--- src/rtl/dnd_pkg.sv ---
// shared types and constants for the dns name decompressor
package dnd_pkg;

    localparam logic [1:0] OP_LOAD  = 2'd0;
    localparam logic [1:0] OP_PARSE = 2'd1;
    localparam logic [1:0] OP_READ  = 2'd2;

    localparam logic [7:0] LABEL_LIMIT = 8'd64;
    localparam logic [7:0] PTR_MARK    = 8'hC0;
    localparam int         PTR_BITS    = 14;
    localparam logic [7:0] DOT_CHAR    = 8'h2E;

    typedef struct packed {
        logic load;
        logic read;
        logic bad;
        logic init;
        logic fail;
        logic finish;
        logic label;
        logic copy;
        logic dot;
        logic ptr;
        logic jump;
    } t_cmd;

    typedef struct packed {
        logic start_ok;
        logic at_end;
        logic is_zero;
        logic is_label;
        logic label_ok;
        logic is_ptr;
        logic hop_ok;
        logic tgt_ok;
        logic cnt_last;
    } t_sts;

endpackage

--- src/rtl/dnd_ctrl.sv ---
// parse sequencer for the dns name decompressor
module dnd_ctrl
    import dnd_pkg::*;
(
    input  logic       i_clk,
    input  logic       i_rst_n,
    input  logic       start,
    input  logic [1:0] i_op,
    input  t_sts       i_sts,
    output t_cmd       o_cmd,
    output logic       busy
);

    localparam logic [2:0] S_IDLE = 3'd0;
    localparam logic [2:0] S_EVAL = 3'd1;
    localparam logic [2:0] S_COPY = 3'd2;
    localparam logic [2:0] S_DOT  = 3'd3;
    localparam logic [2:0] S_PTR  = 3'd4;

    logic [2:0] r_state;
    logic [2:0] n_state;

    always_ff @(posedge i_clk) begin
        if (!i_rst_n) begin
            r_state <= S_IDLE;
        end else begin
            r_state <= n_state;
        end
    end

    always_comb begin
        n_state = r_state;
        o_cmd   = '0;
        case (r_state)
            S_IDLE: begin
                if (start) begin
                    case (i_op)
                        OP_LOAD: o_cmd.load = 1'b1;
                        OP_READ: o_cmd.read = 1'b1;
                        OP_PARSE: begin
                            if (i_sts.start_ok) begin
                                o_cmd.init = 1'b1;
                                n_state    = S_EVAL;
                            end else begin
                                o_cmd.fail = 1'b1;
                            end
                        end
                        default: o_cmd.bad = 1'b1;
                    endcase
                end
            end
            S_EVAL: begin
                n_state = S_IDLE;
                if (i_sts.at_end) begin
                    o_cmd.fail = 1'b1;
                end else if (i_sts.is_zero) begin
                    o_cmd.finish = 1'b1;
                end else if (i_sts.is_label) begin
                    if (i_sts.label_ok) begin
                        o_cmd.label = 1'b1;
                        n_state     = S_COPY;
                    end else begin
                        o_cmd.fail = 1'b1;
                    end
                end else if (i_sts.is_ptr && i_sts.hop_ok) begin
                    o_cmd.ptr = 1'b1;
                    n_state   = S_PTR;
                end else begin
                    o_cmd.fail = 1'b1;
                end
            end
            S_COPY: begin
                o_cmd.copy = 1'b1;
                if (i_sts.cnt_last) begin
                    n_state = S_DOT;
                end
            end
            S_DOT: begin
                o_cmd.dot = 1'b1;
                n_state   = S_EVAL;
            end
            S_PTR: begin
                if (i_sts.tgt_ok) begin
                    o_cmd.jump = 1'b1;
                    n_state    = S_EVAL;
                end else begin
                    o_cmd.fail = 1'b1;
                    n_state    = S_IDLE;
                end
            end
            default: n_state = S_IDLE;
        endcase
    end

    assign busy = (r_state != S_IDLE);

endmodule

--- config.mk ---
export PLATFORM = sky130hd
export DESIGN_NAME = dnd_ctrl
export DESIGN_NICKNAME = d
export VERILOG_FILES = /design/src/rtl/dnd_pkg.sv /design/src/rtl/dnd_ctrl.sv
export SDC_FILE = /design/constraint.sdc
export NUM_CORES = 1
export LEC_CHECK = 0
export ABC_AREA = 0
export ABC_CLOCK_PERIOD_IN_PS = 1500
export BUFFER_PORTS_ARGS = -buffer_cell sky130_fd_sc_hd__buf_2
export CORE_AREA = 2 2 39 41
export DETAILED_ROUTE_END_ITERATION = 8
export DIE_AREA = 0 0 41 43
export HOLD_SLACK_MARGIN = 0.08
export PLACE_DENSITY = 0.55
export REMOVE_ABC_BUFFERS = 1
export SETUP_SLACK_MARGIN = 0.1
export SYNTH_ARGS = -nofsm -noshare
export SYNTH_HDL_FRONTEND = slang
export SYNTH_SLANG_ARGS = --single-unit
--- constraint.sdc ---
create_clock -name i_clk -period 1.5 [get_ports i_clk]
set_clock_uncertainty 0.2 [all_clocks]
set_input_delay 0.075 -clock i_clk [delete_from_list [all_inputs] [get_ports i_clk]]
set_output_delay 0.075 -clock i_clk [all_outputs]
set_load 0.01 [all_outputs]
==> results.sh <==
export IMPL_antenna_found_initial=0
export IMPL_grt_max_degree=8
export IMPL_cts_buffers=3
export IMPL_power_leakage_nw=0.331
export IMPL_antenna_cells=0
export IMPL_ios=26
export IMPL_crit_arrival_ps=1430
export IMPL_synth_area_leaders="dfxtp_1 20%, nor3b_1 7.5%, nor3_1 6.7%"
export IMPL_core_um2=1380
export IMPL_timing_slew_headroom_pct=82.8
export IMPL_dr_pass1_iters=4
export IMPL_setup_slack_ps=-203
export IMPL_largest_reg_flops=3
export IMPL_grt_pass1_wl_um=1560
export IMPL_fillCellCount=135
export IMPL_crit_required_ps=1220
export IMPL_slew_viol_final=0
export IMPL_end_kind="output pin"
export IMPL_ys_ff_latch=3
export IMPL_peakVddDrop_mv=0.407
export IMPL_yosysWarnings=0
export IMPL_synth_cells=38
export IMPL_syn_area_um2=299
export IMPL_critPathKind="register to output pin"
export IMPL_powerDensity_nw_per_um2=476
export IMPL_wl_per_cell_um=11.1
export IMPL_min_period_over_period_pct=114
export IMPL_initial_utilization_pct=21.6
export IMPL_fp_dieH_um=43
export IMPL_final_common_cell="buf_2"
export IMPL_avgSynthCellArea_um2=7.87
export IMPL_clock_sinks=3
export IMPL_fin_util_pct=47.8
export IMPL_fin_crit_ps=1700
export IMPL_vias=451
export IMPL_synth_cell_types=23
export IMPL_clock_latency_ps=240
export IMPL_overflow=0
export IMPL_grt_usage_pct=14.1
export IMPL_via_per_inst=4.70
export IMPL_final_setup_tns_ps=-1050
export IMPL_worst_setup_path_start_kind="register"
export IMPL_dp_slack_ps=-15.3
export IMPL_row_count=14
export IMPL_tightestPinTransition_ps=257
export IMPL_drive_gt1_share_pct=68.8
export IMPL_hp_class="input port to register"
export IMPL_seq_area_frac_synth_pct=20.1
export IMPL_cts_buffer_depth=2
export IMPL_maxCapViolations=0
export IMPL_outcome="complete, but fails checks"
export IMPL_grt_pass1_vias=385
export IMPL_violations="negative setup slack"
export IMPL_drtAntennaViolNets=0
export IMPL_synth_area_leader_cell="dfxtp_1"
export IMPL_port_buffers=25
export IMPL_rsz0062_at_grt="true"
export IMPL_crit_path_max_fanout=4
export IMPL_remaining_drc_errors=0
export IMPL_holdWs_ps=4.84
export IMPL_cts_hold_buf=4
export IMPL_htreeDepth=1
export IMPL_hold_viol=0
export IMPL_drt_wl_total_um=1070
export IMPL_die_area_um2=1760
export IMPL_layout_common_cells="25 x buf_2, 6 x buf_4, 5 x nand2_1, 4 x dlygate4sd3_1"
export IMPL_largest_register="r_state"
export IMPL_dp_hpwl_um=752
export IMPL_drt_iter0_drc=6
export IMPL_finalSetupViolCount=12
export IMPL_nets=95
export IMPL_syn_to_final_growth_pct=121
export IMPL_yosys_area_top_type_share_pct=20.1
export IMPL_max_freq_mhz=587
export IMPL_cts_tree="done"
export IMPL_total_power_uw=315
export IMPL_fp_dieW_um=41
export IMPL_clk_pin_slew_ps=30
export IMPL_gp_congestion=0.766
export IMPL_largest_registers="r_state x3"
export IMPL_cts_root_buf="clkbuf_4"
[cells by family after synthesis]
group	count (synthesis)	share of synthesized area, %
AND/OR/NAND/NOR	24	55.2
AO/OA/AOI/OAI	7	17.2
buffers and inverters	4	7.53
flip-flops	3	20.1
[critical path, cell delays in order (launching register included)]
cell	delay [ps]
dfxtp_2	310
or4b_4	580
nor3_4	140
buf_2	160
[stage by stage]
stage	instance area [um2]	cells
floorplan	288	37
global placement	478	84
detailed placement	478	84
CTS	604	94
global route	662	96
finish	662	96
[where the power goes]
group / switching [mW] / total, mW / leakage [nW] / internal, mW
Sequential: 0.000827 / 0.0822 / 0.0252 / 0.0814
Combinational: 0.0393 / 0.0879 / 0.291 / 0.0486
Clock: 0.0451 / 0.145 / 0.0150 / 0.0999
Total: 0.0853 / 0.315 / 0.331 / 0.230
[area by class of cell]
type / instances / area (um2) / share of cell area (%)
multi-input combinational: 31 / 278 / 42.0
timing repair buffer: 39 / 264 / 39.9
sequential: 3 / 62.6 / 9.45
clock buffer: 4 / 26.3 / 3.97
tap: 16 / 20.0 / 3.02
inverter: 3 / 11.3 / 1.70
[synth_stat cells]
| cell type | n |
|---|---|
| a21oi_1 | 1 |
| a221oi_1 | 1 |
| a31oi_1 | 1 |
| and2_1 | 1 |
| and4b_1 | 1 |
| buf_6 | 1 |
| dfxtp_1 | 3 |
| inv_1 | 3 |
| nand2_1 | 5 |
| nor2_1 | 2 |
| nor3_1 | 4 |
| nor3_4 | 1 |
| nor3b_1 | 3 |
| nor4_1 | 1 |
| nor4b_1 | 2 |
| nor4bb_1 | 1 |
| o211ai_1 | 1 |
| o21ai_0 | 1 |
| o221a_1 | 1 |
| o31ai_1 | 1 |
| or2_2 | 1 |
| or4b_2 | 1 |
| or4b_4 | 1 |
[worst paths after layout]
path | start | slack (ps) | end | cells after the start
max | r_state[1]$_SDFFE_PN0P_ | -200 | o_cmd[4] | 3
min | i_sts[7] | 5 | r_state[2]$_SDFFE_PN0P_ | 3
max reg2reg | r_state[1]$_SDFFE_PN0P_ | -30 | r_state[1]$_SDFFE_PN0P_ | 6
min reg2reg | r_state[1]$_SDFFE_PN0P_ | 390 | r_state[2]$_SDFFE_PN0P_ | 2
[per-layer routing]
| metal | up-vias | share of wire [%] | global-route usage (%) |
|---|---|---|---|
| met5 | - | 0 | 0 |
| met4 | 0 | 1.3 | 8.00 |
| met3 | 2 | 8.4 | 7.85 |
| met2 | 25 | 53 | 21.9 |
| met1 | 192 | 37 | 14.1 |
| li1 | 232 | - | - |
[repair_timing]
| item | CTS | global route |
|---|---|---|
| endpoints found under the setup margin | 15 | 15 |
| endpoints found under the hold margin | 3 | 2 |
| pin swaps | 8 | 6 |
| gates resized for setup | 12 | 7 |
| buffers inserted | 2 | 2 |
(Power assumes the default switching activity.)
